[config.mk]
export PLATFORM = sky130hd
export DESIGN_NAME = rvp_sqrt
export DESIGN_NICKNAME = d
export VERILOG_FILES = /design/src/rtl/rvp_pkg.sv /design/src/rtl/rvp_sqrt.sv
export SDC_FILE = /design/constraint.sdc
export NUM_CORES = 1
export LEC_CHECK = 0
export ABC_AREA = 1
export BUFFER_PORTS_ARGS = -buffer_cell sky130_fd_sc_hd__buf_2
export CORE_UTILIZATION = 35
export DETAILED_ROUTE_END_ITERATION = 10
export GPL_ROUTABILITY_DRIVEN = 0
export SLEW_MARGIN = 40
export SYNTH_ARGS = -nofsm -noshare
export SYNTH_HDL_FRONTEND = slang
export SYNTH_SLANG_ARGS = --single-unit
[constraint.sdc]
create_clock -name clk -period 11.3 [get_ports clk]
set_clock_uncertainty 0.2 [all_clocks]
set_input_delay 0.565 -clock clk [delete_from_list [all_inputs] [get_ports clk]]
set_output_delay 0.565 -clock clk [all_outputs]
set_load 0.05 [all_outputs]
[src/rtl/rvp_pkg.sv]
`timescale 1ns / 1ps

package rvp_pkg;

    localparam int RAD_W  = 56;
    localparam int ROOT_W = 28;
    localparam int DIV_W  = 60;
    localparam int QUOT_W = 32;
    localparam int SUM_W  = 48;
    localparam int CNT_W  = 32;

    localparam logic [1:0] REG_NUM_BINS = 2'd0;
    localparam logic [1:0] REG_EXTENT   = 2'd1;
    localparam logic [1:0] REG_RADIUS   = 2'd2;

    typedef struct packed {
        logic              start;
        logic [RAD_W-1:0]  radicand;
    } sqrt_req_t;

    typedef struct packed {
        logic              done;
        logic [ROOT_W-1:0] root;
    } sqrt_rsp_t;

    typedef struct packed {
        logic              start;
        logic [DIV_W-1:0]  rem0;
        logic [DIV_W-1:0]  divisor;
        logic [QUOT_W-1:0] shift;
        logic [5:0]        steps;
    } div_req_t;

    typedef struct packed {
        logic              done;
        logic              busy;
        logic [QUOT_W-1:0] quot;
    } div_rsp_t;

endpackage

[src/rtl/rvp_sqrt.sv]
`timescale 1ns / 1ps

module rvp_sqrt
    import rvp_pkg::*;
(
    input  logic      clk,
    input  logic      rst_n,
    input  sqrt_req_t req,
    output sqrt_rsp_t rsp
);

    logic [RAD_W-1:0]  rad_reg;
    logic [31:0]       rem_reg;
    logic [ROOT_W-1:0] root_reg;
    logic [4:0]        cnt_reg;
    logic              busy_reg;
    logic              done_reg;
    logic [31:0]       rem_sh;
    logic [31:0]       trial;
    logic              ge;

    always_comb
    begin
        rem_sh = {rem_reg[29:0], rad_reg[RAD_W-1:RAD_W-2]};
        trial  = {2'b00, root_reg, 2'b01};
        ge     = rem_sh >= trial;
    end

    always_ff @(posedge clk or negedge rst_n)
    begin
        if (!rst_n)
        begin
            busy_reg <= 1'b0;
            done_reg <= 1'b0;
        end
        else
        begin
            done_reg <= 1'b0;
            if (req.start)
            begin
                rad_reg  <= req.radicand;
                rem_reg  <= '0;
                root_reg <= '0;
                cnt_reg  <= 5'(ROOT_W - 1);
                busy_reg <= 1'b1;
            end
            else if (busy_reg)
            begin
                rad_reg  <= rad_reg << 2;
                rem_reg  <= ge ? rem_sh - trial : rem_sh;
                root_reg <= {root_reg[ROOT_W-2:0], ge};
                if (cnt_reg == 5'd0)
                begin
                    busy_reg <= 1'b0;
                    done_reg <= 1'b1;
                end
                else
                begin
                    cnt_reg <= cnt_reg - 5'd1;
                end
            end
        end
    end

    assign rsp.done = done_reg;
    assign rsp.root = root_reg;

endmodule

# Yosys cells after proc, flatten, opt, wreduce, memory -nomap -nowiden
# Index checks and enable logic that the tools add are counted.
# W data, S select, Z words.
# classes
add_sub_neg	2
mul	0
div_mod_pow	0
n_lt_le_gt_ge	1
n_eq_ne	0
shifts	0
n_mux	13
bitwise	0
reduce_logical	3
# op_table
op	count
$mux W56	2
$mux W32	2
$ge A32 B30 Y1	1
$sub A32 B30 Y32	1
$mux W28	1
$mux W5	2
$mux W1	6
$logic_not A5 Y1	1
$sub A5 B1 Y5 const B	1
$reduce_and A2 Y1	1
$reduce_bool A2 Y1	1
# word_totals
regBits	123
latchBits	0
ram_bits	0
romBits	0
in_bits	59
out_inout_bits	29
wordCells	25
memories	0

# Depth between registers and ports, before layout
# logic_depth
word_depth	4
ltp_mapped	16
ltp_nobuf	16

# Worst setup path after synthesis
# Ideal clock, no wire load.
# synth_timing
kind	in2reg
from	in req[56] (netlist bit)
to	reg rad_reg[0] (enable)
arrival_ps	3591
slack_ps	7039
cell_stages	4
cell_sequence	clkbuf_1 > nor2_1 > clkbuf_1 > nor2_1
# synth_between
elab_chain_len	2
# synth_rtl
element	line	text
start, declared	rvp_sqrt.sv:8	input sqrt_req_t req,
$reduce_bool A2 Y1 (no source line)	--	
$reduce_and A2 Y1 (no source line)	--	
end signal, assigned	rvp_sqrt.sv:41	rad_reg <= req.radicand;
end signal, assigned	rvp_sqrt.sv:49	rad_reg <= rad_reg << 2;
end, declared	rvp_sqrt.sv:12	logic [RAD_W-1:0] rad_reg;
# Every way passes these cells.
# A chain may end at the register's enable or synchronous reset.

# Final worst setup path
# layout_timing
from	reg rem_reg[20]
to	reg rem_reg[20] (data pin)
# layout_between
elab_chain_len	3
# layout_rtl
element	line	text
start, declared	rvp_sqrt.sv:13	logic [31:0] rem_reg;
start signal, assigned	rvp_sqrt.sv:50	rem_reg <= ge ? rem_sh - trial : rem_sh;
$ge A32 B30 Y1	rvp_sqrt.sv:26	ge = rem_sh >= trial;
$mux W32	rvp_sqrt.sv:50	
$mux W32 *	rvp_sqrt.sv:47	else if (busy_reg)
# Mark *: on every way between the ends. The rest lies on a longest branch, timed or not.

==> out/qor.csv <==
metric,value,unit
worst setup path start,rem_reg[20],
total gr overflow,0,
CP startpoint kind,flop,
Sum Neg Setup Slack,0,ps
RSZ-0062 raised after global routing,false,
post-synthesis mux area share,0,%
VDD IR max,0.0924,mV
antenna-violating nets left,0,
worst slew pin tran,736,ps
DRT iter0 DRCs,405,
Final setup viols,0,
number of H-tree levels,4,
GRT Util Overall,17.6,%
die height,151,um
DR WL/cell,13.3,um
outcome,completed,
register area share after synthesis,46.4,%
PnR worst setup slack,8320,ps
main combinational cell family by area after synthesis,simple AND/OR/NAND/NOR gates,
clk slew on worst S/H paths,70,ps
CTS root buf,clkbuf_16,
final core occ,41.8,%
Tmin final,2980,ps
"Distinct cells, synth",37,
io pins,88,
post-DP HPWL,13400,um
"Slew Viols, Final",0,
initial antenna violation count,0,
Final Cycle Share,26.4,%
top-area cell type share of the netlist area,45.8,%
Reg-to-Reg Start,rem_reg[20],
HP Class,in -> reg,
die area,22900,um2
most frequent cells after synthesis,"nand2_1, inv_1, edfxtp_1",
Slew HR,50.9,%
Max-Cap Viols,0,
vias in the first global route,6468,
Worst R2R End,rem_reg[20],
die width,151,um
Worst Path Required,11280,ps
share of post-route cells with drive strength above 1,13.5,%
gate count after technology mapping,1038,
First-pass DRT Iterations,5,
r2r setup slk,8320,ps
CTS tree,yes,
top_reg_cell synth,edfxtp_1,
met3 Use GR,3.86,%
syn avg cell area,7.52,um2
clock latency on the worst-skew pair,430,ps
Resize count post-CTS,0,
# diodes,0,
Synth Area in Compound Gates,5.05,%
worst setup path endpoint,rem_reg[20],
element type at the critical path end,flop,
Via density,4.70,
Async SR Flop Fraction,1.65,%
number of synthesized flops with an enable pin,119,
clock sinks,121,
leading area contributor after synthesis,edfxtp_1,
mapped cell area,7800,um2
PwrDens,179,nW/um2
Area contributors post-synth,"edfxtp_1, nand2_1, inv_1",
Syn. warnings,0,
TritonCTS buffer count,17,
"count leader, synth",nand2_1,
CP max FO,31,
pin count of the biggest net entering global routing,64,
simple-gate share of the synthesized area,32.9,%
FMAX,336,MHz
GR Layer Usage met2,27.3,%
"Net Count, Synth",1128,
clock buffer depth,2,
XOR/XNOR Fraction of Synth Area,1.46,%
Site Rows,54,
layer with the highest usage,met2,
max reg flops,56,
Yosys reg bits,121,
vias,6650,
P_leak,4.65,nW
nets,1213,
R2R depth,13,
DR DRC count,0,
WS Path Type,reg -> reg,
"Hold Vio Cnt, Final",0,
Starting Density,35.8,%
core area,21800,um2
post-placement worst setup slack,8150,ps
area grow syn2layout,17.0,%
first-pass GRT wire length,31200,um
I/O Buffers,87,
DRT Wirelength,18800,um
GRT met1 Usage,23.8,%
worst path arrival time,2960,ps
Post-Synth Adder-Cell Area,4.97,%
[worst min path at each step]
stage,start,endpoint,cells past startpoint
floorplan,rst_n,busy_reg,0
global placement,cnt_reg[4],done_reg,1
detailed placement,cnt_reg[4],done_reg,1
CTS,req[1],rad_reg[1],3
global route,req[16],rad_reg[16],3
finish,req[1],rad_reg[1],3
[kinds of logic (layout without fill, tap and decap cells)]
| logic type | after synthesis | in the layout |
|---|---|---|
| and+or+nand+nor | 625 | 625 |
| adders and majority gates | 31 | 31 |
| xor gates and xnor gates | 13 | 13 |
| DFF | 121 | 121 |
| buffers and inverters | 180 | 278 |
| AOI/OAI and AO/OA | 68 | 68 |
[layer usage]
| metal | routed length, um | up-vias | share of wire, % |
|---|---|---|---|
| li1 | - | 3479 | - |
| met1 | 9160 | 2968 | 49 |
| met2 | 8310 | 172 | 44 |
| met3 | 890 | 31 | 4.7 |
| met4 | 422 | 0 | 2.2 |
| met5 | 0 | - | 0 |
[power by group]
part           leakage, nW  switching, mW  internal, mW  total, mW
Combinational         3.14          0.334         0.170      0.505
Clock                0.295          0.250         0.300      0.550
Sequential            1.21         0.0268         0.557      0.584
[critical path, stage by stage (launching register included)]
cell	delay, ps
edfxtp_1	440
ha_1	400
nand2_1	140
inv_2	50
nand2_2	110
inv_2	50
a21oi_2	180
nor2_2	90
nor2_8	300
nand2_4	320
nand2_4	270
nand2_1	70
nand2_1	70
nand2_1	50
[repair_timing]
| item | 4_1_cts | 5_1_grt |
|---|---|---|
| setup buffers | 0 | 0 |
| hold endpoints to repair | 1 | 0 |
| hold buffers | 1 | 0 |
[placed cells by master (no fill, tap or decap), types with 3 or more instances in the layout]
| cell type | count |
|---|---|
| a21oi_1 | 20 |
| and2_1 | 4 |
| buf_2 | 87 |
| buf_4 | 7 |
| clkbuf_16 | 17 |
| edfxtp_1 | 119 |
| ha_1 | 31 |
| inv_1 | 144 |
| inv_2 | 4 |
| inv_6 | 3 |
| inv_8 | 9 |
| nand2_1 | 480 |
| nand2_2 | 4 |
| nand2_4 | 3 |
| nand3_1 | 67 |
| nand3b_1 | 3 |
| nand4_1 | 5 |
| nor2_1 | 41 |
| nor2_2 | 5 |
| nor2_4 | 3 |
| o21ai_0 | 7 |
| o21ai_1 | 7 |
| o21bai_1 | 3 |
| o22ai_1 | 27 |
| xnor2_1 | 6 |
| xor2_1 | 7 |
[area by class of cell]
type	count	area, um2
tap	280	350
clock inverter	15	169
clock buffer	17	425
sequential	121	3620
multi-input combinational	737	3470
inverter	150	564
fill	2302	12700
timing repair buffer	96	526
[per-stage QoR]
| stage | area (um2) | std cells | hold WS, ps | total power, mW |
|---|---|---|---|---|
| 2_1_floorplan | 7800 | 1038 | 69.4 | 0.977 |
| 6_report | 9130 | 1416 | 191 | 1.64 |
| 3_3_place_gp | 8500 | 1382 | 279 | 1.09 |
| 4_1_cts | 9100 | 1415 | 177 | 1.65 |
| 3_5_place_dp | 8500 | 1382 | 277 | 1.09 |
| 5_1_grt | 9130 | 1416 | 197 | 1.75 |
Power figures use the tool's default switching activity.
