File: config.mk
export PLATFORM = sky130hd
export DESIGN_NAME = rvp_div
export DESIGN_NICKNAME = d
export VERILOG_FILES = /design/src/rtl/rvp_pkg.sv /design/src/rtl/rvp_div.sv
export SDC_FILE = /design/constraint.sdc
export NUM_CORES = 1
export LEC_CHECK = 0
export BUFFER_PORTS_ARGS = -buffer_cell sky130_fd_sc_hd__buf_2
export CAP_MARGIN = 20
export CORE_MARGIN = 5
export CORE_UTILIZATION = 50
export DETAILED_ROUTE_END_ITERATION = 6
export PLACE_DENSITY = 0.72
export SLEW_MARGIN = 0
export SYNTH_ARGS = -nofsm -noshare
export SYNTH_HDL_FRONTEND = slang
export SYNTH_SLANG_ARGS = --single-unit
File: constraint.sdc
create_clock -name clk -period 10.55 [get_ports clk]
set_clock_uncertainty 0.1 [all_clocks]
set_input_delay 2.11 -clock clk [delete_from_list [all_inputs] [get_ports clk]]
set_output_delay 2.11 -clock clk [all_outputs]
set_load 0.02 [all_outputs]
File: src/rtl/rvp_pkg.sv
`timescale 1ns / 1ps

package rvp_pkg;

    localparam int RAD_W  = 56;
    localparam int ROOT_W = 28;
    localparam int DIV_W  = 60;
    localparam int QUOT_W = 32;
    localparam int SUM_W  = 48;
    localparam int CNT_W  = 32;

    localparam logic [1:0] REG_NUM_BINS = 2'd0;
    localparam logic [1:0] REG_EXTENT   = 2'd1;
    localparam logic [1:0] REG_RADIUS   = 2'd2;

    typedef struct packed {
        logic              start;
        logic [RAD_W-1:0]  radicand;
    } sqrt_req_t;

    typedef struct packed {
        logic              done;
        logic [ROOT_W-1:0] root;
    } sqrt_rsp_t;

    typedef struct packed {
        logic              start;
        logic [DIV_W-1:0]  rem0;
        logic [DIV_W-1:0]  divisor;
        logic [QUOT_W-1:0] shift;
        logic [5:0]        steps;
    } div_req_t;

    typedef struct packed {
        logic              done;
        logic              busy;
        logic [QUOT_W-1:0] quot;
    } div_rsp_t;

endpackage

File: src/rtl/rvp_div.sv
`timescale 1ns / 1ps

module rvp_div
    import rvp_pkg::*;
(
    input  logic     clk,
    input  logic     rst_n,
    input  div_req_t req,
    output div_rsp_t rsp
);

    logic [DIV_W-1:0]  rem_reg;
    logic [DIV_W-1:0]  div_reg;
    logic [QUOT_W-1:0] sh_reg;
    logic [QUOT_W-1:0] quot_reg;
    logic [5:0]        cnt_reg;
    logic              busy_reg;
    logic              done_reg;
    logic [DIV_W:0]    rem_sh;
    logic              ge;

    always_comb
    begin
        rem_sh = {rem_reg, sh_reg[QUOT_W-1]};
        ge     = rem_sh >= {1'b0, div_reg};
    end

    always_ff @(posedge clk or negedge rst_n)
    begin
        if (!rst_n)
        begin
            busy_reg <= 1'b0;
            done_reg <= 1'b0;
        end
        else
        begin
            done_reg <= 1'b0;
            if (req.start)
            begin
                rem_reg  <= req.rem0;
                div_reg  <= req.divisor;
                sh_reg   <= req.shift;
                quot_reg <= '0;
                cnt_reg  <= req.steps - 6'd1;
                busy_reg <= 1'b1;
            end
            else if (busy_reg)
            begin
                sh_reg   <= sh_reg << 1;
                rem_reg  <= ge ? DIV_W'(rem_sh - {1'b0, div_reg}) : DIV_W'(rem_sh);
                quot_reg <= {quot_reg[QUOT_W-2:0], ge};
                if (cnt_reg == 6'd0)
                begin
                    busy_reg <= 1'b0;
                    done_reg <= 1'b1;
                end
                else
                begin
                    cnt_reg <= cnt_reg - 6'd1;
                end
            end
        end
    end

    assign rsp.done = done_reg;
    assign rsp.busy = busy_reg;
    assign rsp.quot = quot_reg;

endmodule

==> After elaboration in Yosys (flattened, before gate mapping) <==
Cells that the tools add are included.
Widths: inputs -> output; s select.
{ "op_classes": {"addsub": 3, "multipliers": 0, "div_mod_pow": 0, "order_cmp": 1, "n_eq_ne": 1, "n_shift": 0, "n_mux": 15, "bitwise": 0, "reduce_logical": 5} }
{ "ops": {"columns": ["cell", "n"], "rows": [
  ["$mux 60", 3],
  ["$mux 32", 3],
  ["$ge 61x60->1", 1],
  ["$sub 60x60->60", 1],
  ["$mux 6", 3],
  ["$sub 6x1->6 const B", 2],
  ["$logic_not 6->1", 1],
  ["$mux 1", 6],
  ["$reduce_and 2->1", 2],
  ["$reduce_and 3->1", 1],
  ["$ne 2x2->1 const B", 1],
  ["$reduce_bool 2->1", 1]
]} }
{ "word_totals": {"register_bits": 192, "latchBits": 0, "mem_bits_rw": 0, "romBits": 0, "out_inout_bits": 34, "word_cells": 32, "n_memories": 0} }

==> Depth between registers and ports, before layout <==
Gate-level depths: netlist of run 1.
{ "depth": {"word_depth": 4, "mapped_depth": 15} }

==> Worst setup path before layout of run 1 <==
No wires, ideal clock.
{ "synth_timing": {"path_kind": "input port to flip-flop", "from": "input req[158] in the netlist's numbering", "to": "register cnt_reg[0] (enable)", "t_arrival_ns": 7.452, "t_required_ns": 10.095, "setup_slack_ns": 2.643, "cell_stages": 5, "path_buffers": 2, "path_cell_list": "clkbuf_1 -> buf_1 -> nor2_1 -> nor2b_1 -> nor2b_1"} }
{ "synth_via": {"elab_chain_len": 2, "elab_cells_between_ends": 3, "classes_between": "eq/ne: 1; reduce/logical: 2"} }
{ "synth_rtl": {"columns": ["element", "line", "rtl"], "rows": [
  ["start: declaration", "rvp_div.sv:8", "input div_req_t req,"],
  ["$ne 2x2->1 (no line) / $reduce_bool 2->1 (equally long branches)", null, null],
  ["$reduce_and 3->1 (no line) *", null, null],
  ["end signal: assignment", "rvp_div.sv:44", "cnt_reg <= req.steps - 6'd1;"],
  ["end signal: assignment", "rvp_div.sv:59", "cnt_reg <= cnt_reg - 6'd1;"],
  ["end: declaration", "rvp_div.sv:16", "logic [5:0] cnt_reg;"]
]} }
Every way passes the cells marked *; elsewhere a longest branch is shown, timed or not.
A chain may end at the register's enable or synchronous reset.

==> Worst setup path in the final report of run 1 <==
{ "layout_timing": {"from": "register rem_reg[6]", "to": "register rem_reg[39], data pin"} }
{ "layout_via": {"elab_chain_len": 4, "elab_cells_between_ends": 5, "classes_between": "add/sub: 1; order compare: 1; mux: 3"} }
{ "layout_rtl": {"columns": ["element", "line", "rtl"], "rows": [
  ["start: declaration", "rvp_div.sv:12", "logic [DIV_W-1:0] rem_reg;"],
  ["start signal: assignment", "rvp_div.sv:40", "rem_reg <= req.rem0;"],
  ["start signal: assignment", "rvp_div.sv:50", "rem_reg <= ge ? DIV_W'(rem_sh - {1'b0, div_reg}) : DIV_W'(rem_sh);"],
  ["$sub 60x60->60 / $ge 61x60->1 (equally long branches)", "rvp_div.sv:50, rvp_div.sv:25", null],
  ["$mux 60 *", "rvp_div.sv:50", null],
  ["$mux 60 *", "rvp_div.sv:47", "else if (busy_reg)"],
  ["$mux 60 *", "rvp_div.sv:38", "if (req.start)"]
]} }
Every way passes the cells marked *; elsewhere a longest branch is shown, timed or not. The select of a mux whose other input is x is not followed.

==> summary.txt, run 1 <==
Power and ir drop
  • Cell-internal power: between 0.0015 and 0.002 W
  • Leakage: around 5.9 nW
  • Switching share of power: 0.355
  • VDD IR-drop max: around 0.10 mV
  • Gate power share: 0.348
  • Seq pwr share: 0.391
  • Clock power share: 0.261
  • Switch Pwr: roughly 0.00090 W
  • Pwr Density: ~180 nW/um^2

Setup path
  • CP Cell Sequence: ha_1, nand4_1, nor4_1, nand4_1, a2111o_1, o211ai_2, nor4_1, nor2_4, buf_4, nand2_1, a2111oi_0, a211o_1
  • CP startpoint kind: flip-flop
  • CP Buf/Inv Count: 1
  • Setup CP Type: flip-flop to flip-flop
  • Delay-heaviest family, CP: simple AND/OR/NAND/NOR gates
  • Crit Path Max Fanout: 78
  • Worst R2R Path Depth: 12
  • Critical path depth in cells: 12
  • CP endpoint kind: flip-flop
  • Worst EP required: roughly 11 ns
  • Worst EP arrival: approximately 4.7 ns
  • CP peak stage delay: roughly 0.70 ns
  • Slowest-stage cell, CP: buf_4

STA
  • Crit share post-route: 0.429
  • Tightest Pin Transition: about 1.1 ns
  • Final hold vios: 0
  • Max transition margin: 0.297
  • Setup TNS: 0 ns
  • # setup viols final: 0
  • Slew Viols, Final: 0
  • Final WS setup: between 6 and 7 ns
  • RSZ-0062 raised after global routing: false
  • Fmax: around 220 MHz
  • Min Tclk post-route: approximately 4.5 ns

Drt
  • Routed length per placed instance: ~18 um
  • Residual DRC: 0
  • Drt pass-1 iters: 5
  • Final wirelength: 30300 um
  • Via/cell ratio: around 5.7
  • Vias: approximately 9500
  • Antenna viol nets, final: 0
  • Drt initial violations: slightly above 600

Global route
  • Largest net degree at the start of global routing: 79
  • Global-route wire length before repair: 48500 um
  • All-layer global routing usage: 0.214
  • Gr ovfl total: 0
  • Antenna violations before repair: 13
  • Vias in the first global route: 9573

Final layout
  • Most frequent cells in the layout: 193 x buf_2, 190 x edfxtp_1, 137 x a21oi_1
  • Fin nets: between 1500 and 2000
  • P&R area growth vs syn: 14.3%
  • Commonest non-fill, non-tap cell in the layout: buf_2
  • Post-route design area: 13900 sq um
  • Layout fillers: 2101
  • Share of layout cells above drive strength 1: 0.234

Floorplanning
  • Die width: roughly 170 um
  • Starting Density: 0.503
  • Row cnt: 57
  • IO Pins: 195
  • Core ar.: ~24000 sq um
  • Die area: approximately 28000 sq um
  • Chip height: between 150 and 200 um

Placed design
  • DP HPWL: 22100 um
  • PortBufs: slightly below 200
  • Gpl congestion: ~0.9
  • Placed cell area: about 13000 sq um
  • Pre-CTS WS: approximately 5.7 ns

Clocking
  • Post-cts hold buffer count: 0
  • Setup bufs post-CTS: 0
  • Clk buf depth: 2
  • Clk Latency, worst-skew pair: ~0.44 ns
  • H-Tree Depth: 4
  • Resize count post-CTS: 0
  • Clock sinks: between 150 and 200
  • CTS tree: yes
  • CTS buffer count: 17
  • CTS Root Cell: clkbuf_16
  • Clk slew on worst S/H paths: 0.09 ns

Synth
  • Synth Cell Area: between 10000 and 15000 sq um
  • FF+latch count, synth: 192
  • Synthesized instance count: between 1000 and 1500
  • Register area share after synthesis: 0.473
  • Synth unique cells: 69
  • Mapped Avg Cell Area: 10.2 sq um
  • Net Count, Synth: 1419
  • Ys async rst share: 0.0104
  • Post-synth EDFFs: 190
  • Syn. warnings: 0
  • Top FF cell, synth: edfxtp_1

Min path
  • HP Class: flip-flop to flip-flop
  • Hold depth: 1

Job
  • Number of max-cap violations: 0

Run status
  • Status: completed
[cell type report]
type	instances	area (sq um)	share of cell area
Multi-Input combinational cell	846	5790	0.416
Sequential cell	192	5760	0.414
Timing Repair Buffer	200	1020	0.0732
Clock buffer	17	425	0.0306
Tap cell	324	405	0.0291
Inverter	89	334	0.0240
Clock inverter	15	185	0.0133
Antenna cell	2	5.00	0.000360
[power by group through the flow]
stage	clock (W)	combinational (W)	sequential [W]
5_1_grt	0.000714	0.000979	0.000998
3_5_place_dp	0	0.000866	0.00101
3_3_place_gp	0	0.000856	0.00100
2_1_floorplan	0	0.000661	0.00100
4_1_cts	0.000675	0.000874	0.000990
6_report	0.000661	0.000880	0.000991
[through the flow]
step / util / hold slack [ns] / cells / total power (W)
2_1_floorplan: - / 0.413 / 1196 / 0.00167
3_3_place_gp: 0.550 / 0.428 / 1651 / 0.00186
3_5_place_dp: 0.550 / 0.436 / 1651 / 0.00187
4_1_cts: 0.575 / 0.456 / 1683 / 0.00254
5_1_grt: 0.576 / 0.467 / 1685 / 0.00269
6_report: 0.576 / 0.456 / 1685 / 0.00253
[worst reg2reg max path, cell delays in order (launching register included)]
cell and delay [ns]:
edfxtp_1 0.42, ha_1 0.43, nand4_1 0.20, nor4_1 0.53, nand4_1 0.16, a2111o_1 0.44, o211ai_2 0.08, nor4_1 0.11
nor2_4 0.38, buf_4 0.70, nand2_1 0.33, a2111oi_0 0.36, a211o_1 0.16
[worst paths after layout]
kind | start | end | slack (ns)
setup / recovery | rem_reg[6] | rem_reg[39] | 6.03
hold / removal | sh_reg[20] | sh_reg[21] | 0.46
setup reg to reg | rem_reg[6] | rem_reg[39] | 6.03
hold reg to reg | sh_reg[20] | sh_reg[21] | 0.46
max in group asynchronous | rst_n | busy_reg | 8.19
min in group asynchronous | rst_n | done_reg | 1.64
[logic make-up after synthesis]
kind of cell / count (synthesis) / share of synthesized area
AOI/OAI and AO/OA: 309 / 0.156
xor gates and xnor gates: 51 / 0.0367
adders and majority gates: 62 / 0.0644
buffers and inverters: 158 / 0.0529
DFF: 192 / 0.473
muxes: 106 / 0.0944
and+or+nand+nor: 318 / 0.123
[cell usage after synthesis (8+ instances only)]
master     instances  share of area
a211oi_1           8         0.0049
a21oi_1          137          0.056
mux2i_1           36          0.030
o21bai_1          21          0.013
buf_1              8         0.0025
nand4_1           26          0.013
nand3_1           17         0.0070
or3_1             10         0.0051
edfxtp_1         190           0.47
mux2_2            70          0.065
nand2_1           77          0.024
buf_2             27          0.011
ha_1              61          0.063
and3_1             9         0.0046
a21o_1            26          0.016
nor2_1           119          0.037
inv_1             89          0.027
o21ai_0           48          0.020
o21a_1             8         0.0049
xnor2_1           26          0.019
xor2_1            25          0.018
a2bb2oi_1          8         0.0058
nor3_1            15         0.0062
clkbuf_1          29         0.0089
and2_1             9         0.0046
[metal layers]
layer	track usage	wire length, um	part of all wire
met3	0.0733	2630	0.087
met5	0	127	0.0042
met4	0.0531	487	0.016
met2	0.345	14100	0.47
met1	0.280	13000	0.43
No activity file was read; power rests on OpenSTA's default activity.
==> run 2, diff against run 1 <==
--- a/config.mk
+++ b/config.mk
@@ -10,7 +10,7 @@
 export CORE_MARGIN = 5
 export CORE_UTILIZATION = 50
 export DETAILED_ROUTE_END_ITERATION = 6
-export PLACE_DENSITY = 0.72
+export PLACE_DENSITY = 0.75
 export SLEW_MARGIN = 0
 export SYNTH_ARGS = -nofsm -noshare
 export SYNTH_HDL_FRONTEND = slang
==> constraint.sdc (replaced) <==
create_clock -name clk -period 3.8 [get_ports clk]
set_clock_uncertainty 0.1 [all_clocks]
set_input_delay 0.76 -clock clk [delete_from_list [all_inputs] [get_ports clk]]
set_output_delay 0.76 -clock clk [all_outputs]
set_load 0.02 [all_outputs]
==> run 2 against run 1 <==
Net effect:
- register-to-register slack worse by 5.8 ns
- sequential power rose to 2.8 times the previous value
- clock power rose to 2.7 times the previous value
- maximum frequency up 26%
- first-iteration DRC count up 2.5%
- via count up 2.2%
- worst hold slack worse by 0.39 ns
- worst setup slack worse by 5.8 ns
- sequential cell count unchanged
- die area unchanged
- count of clock-buffer cells in the layout unchanged
- highest routed layer unchanged
- sequential share of layout area down 0.86 points
==> summary.txt, run 2 (synthesis gave the netlist of run 1 again) <==
Power and ir drop
  • Switching share of power: 0.354
  • Leakage: just over 6 nW
  • Switch Pwr: 0.00253 W
  • Total power: 0.00713 W
  • VDD IR-drop max: approximately 0.27 mV
  • Clock power share: 0.253
  • Seq pwr share: 0.385
  • Cell-internal power: between 0.004 and 0.005 W
  • Gate power share: 0.362
  • Pwr Density: 502 nW/um^2

Clocking
  • CTS tree: yes
  • Clock sinks: roughly 190
  • Post-cts hold buffer count: 0
  • H-Tree Depth: 4
  • Clk slew on worst S/H paths: ~0.08 ns
  • CTS buffer count: 17
  • CTS Root Cell: clkbuf_16
  • Clk Latency, worst-skew pair: between 0.4 and 0.5 ns
  • Clk buf depth: 2

Final layout
  • Share of layout cells above drive strength 1: 0.255
  • Fin nets: about 1600
  • Multi-input logic area: 5810 sq um
  • Post-route design area: 14200 sq um
  • Most frequent cells in the layout: 193 x buf_2, 190 x edfxtp_1, 136 x a21oi_1
  • Commonest non-fill, non-tap cell in the layout: buf_2
  • Layout fillers: 2052
  • Register area: around 5800 sq um
  • P&R area growth vs syn: 16.7%

Global route
  • Global-route wire length before repair: 50200 um
  • Vias in the first global route: a little under 10000
  • Gr ovfl total: 0
  • All-layer global routing usage: 0.220
  • Largest net degree at the start of global routing: 93
  • Antenna violations before repair: 13

STA
  • Max transition margin: 0.557
  • Slew Viols, Final: 0
  • Crit share post-route: 0.946
  • Tightest Pin Transition: roughly 0.66 ns
  • Fmax: roughly 280 MHz
  • Final WS setup: a little over 0.2 ns
  • Final hold vios: 0
  • RSZ-0062 raised after global routing: false
  • Setup TNS: 0 ns
  • Final Hold Slack: ~0.065 ns
  • # setup viols final: 0
  • Min Tclk post-route: 3.59 ns

Floorplanning
  • Die area: ~28000 sq um
  • Starting Density: 0.503
  • Chip height: around 170 um
  • IO Pins: around 200
  • Core ar.: 24200 sq um
  • Die width: 166 um
  • Row cnt: 57

Min path
  • HP Class: input port to async pin

Setup path
  • CP peak stage delay: about 0.40 ns
  • Slowest-stage cell, CP: fa_1
  • Worst EP arrival: between 3 and 4 ns
  • Crit Path Max Fanout: 4
  • CP Cell Sequence: ha_1, fa_1, nand2b_1, a21oi_1, o31ai_1, a211oi_1, o41ai_1, buf_4, o21ai_1, a21oi_1, xor2_1, a21oi_1, mux2_2
  • CP dominant cell by count: a21oi_1
  • Setup CP Type: flip-flop to flip-flop
  • R2r setup slk: approximately 0.21 ns
  • Worst EP required: just under 4 ns
  • CP endpoint kind: flip-flop
  • CP startpoint kind: flip-flop

Run status
  • Status: completed

Drt
  • Drt initial violations: 625
  • Drt pass-1 iters: 7
  • Antenna viol nets, final: 0
  • Routed length per placed instance: between 15 and 20 um
  • Final wirelength: 31100 um
  • Via/cell ratio: between 5 and 6
  • Residual DRC: 0
  • Vias: ~9800

Placed design
  • DP HPWL: 23300 um
  • PortBufs: just under 200
  • Pre-CTS WS: approximately 0.036 ns
  • Gpl congestion: about 0.9
  • Placed cell area: about 14000 sq um

Job
  • Number of max-cap violations: 0
## run 2: changes by cell type in the layout (fill, tap and decap cells not counted), sizes merged
cell and delta:
inv -3, buf +32, clkinv +2, diode +2
## run 2: metal layers
metal | global-route usage | vias up | wire [um]
met1 | 0.286 | 4578 | 13200
met5 | 0 | - | 145
met4 | 0.0477 | 22 | 425
met3 | 0.0736 | 62 | 2770
li1 | - | 4729 | -
met2 | 0.362 | 365 | 14600
## run 2: power by group through the flow
stage          sequential (W)  combinational (W)  clock [W]
2_1_floorplan         0.00278            0.00183          0
3_3_place_gp          0.00278            0.00248          0
3_5_place_dp          0.00279            0.00253          0
4_1_cts               0.00275            0.00255    0.00184
5_1_grt               0.00277            0.00285    0.00193
6_report              0.00275            0.00258    0.00181
## run 2: cell type report
| class | count | share of cell area |
|---|---|---|
| Clock inverter | 14 | 0.0119 |
| Timing Repair Buffer | 232 | 0.0912 |
| Antenna cell | 4 | 0.000704 |
| Multi-Input combinational cell | 846 | 0.409 |
| Inverter | 89 | 0.0235 |
| Tap cell | 324 | 0.0285 |
| Clock buffer | 17 | 0.0299 |
| Sequential cell | 192 | 0.405 |
## run 2: timing repair
action | 4_1_cts | 5_1_grt
endpoints found under the setup margin | 0 | 50
setup buffers | 0 | 0
resized for setup | 0 | 7
## run 2: worst max-delay path: cells and delay by family (launching register included)
family	cells	cell delay, ns
multiplexers	1	0.26
AO/OA/AOI/OAI	7	1.47
XOR/XNOR	1	0.16
flip-flops	1	0.38
AND/OR/NAND/NOR	1	0.19
adder cells (fa/ha/maj)	2	0.64
buffers and inverters	1	0.16
## run 2: final timing paths
path / start / end / depth (start not counted)
max: div_reg[0] / rem_reg[50] / 13
min: rst_n / busy_reg / 1
max reg2reg: div_reg[0] / rem_reg[50] / 13
min reg2reg: sh_reg[9] / sh_reg[10] / 1
max in group asynchronous: rst_n / busy_reg / 1
min in group clk: req[49] / div_reg[11] / 1
## run 2: stage by stage
stage,util,std cells
6_report,0.588,1718
5_1_grt,0.587,1715
4_1_cts,0.586,1714
3_5_place_dp,0.562,1683
3_3_place_gp,0.562,1683
2_1_floorplan,-,1196
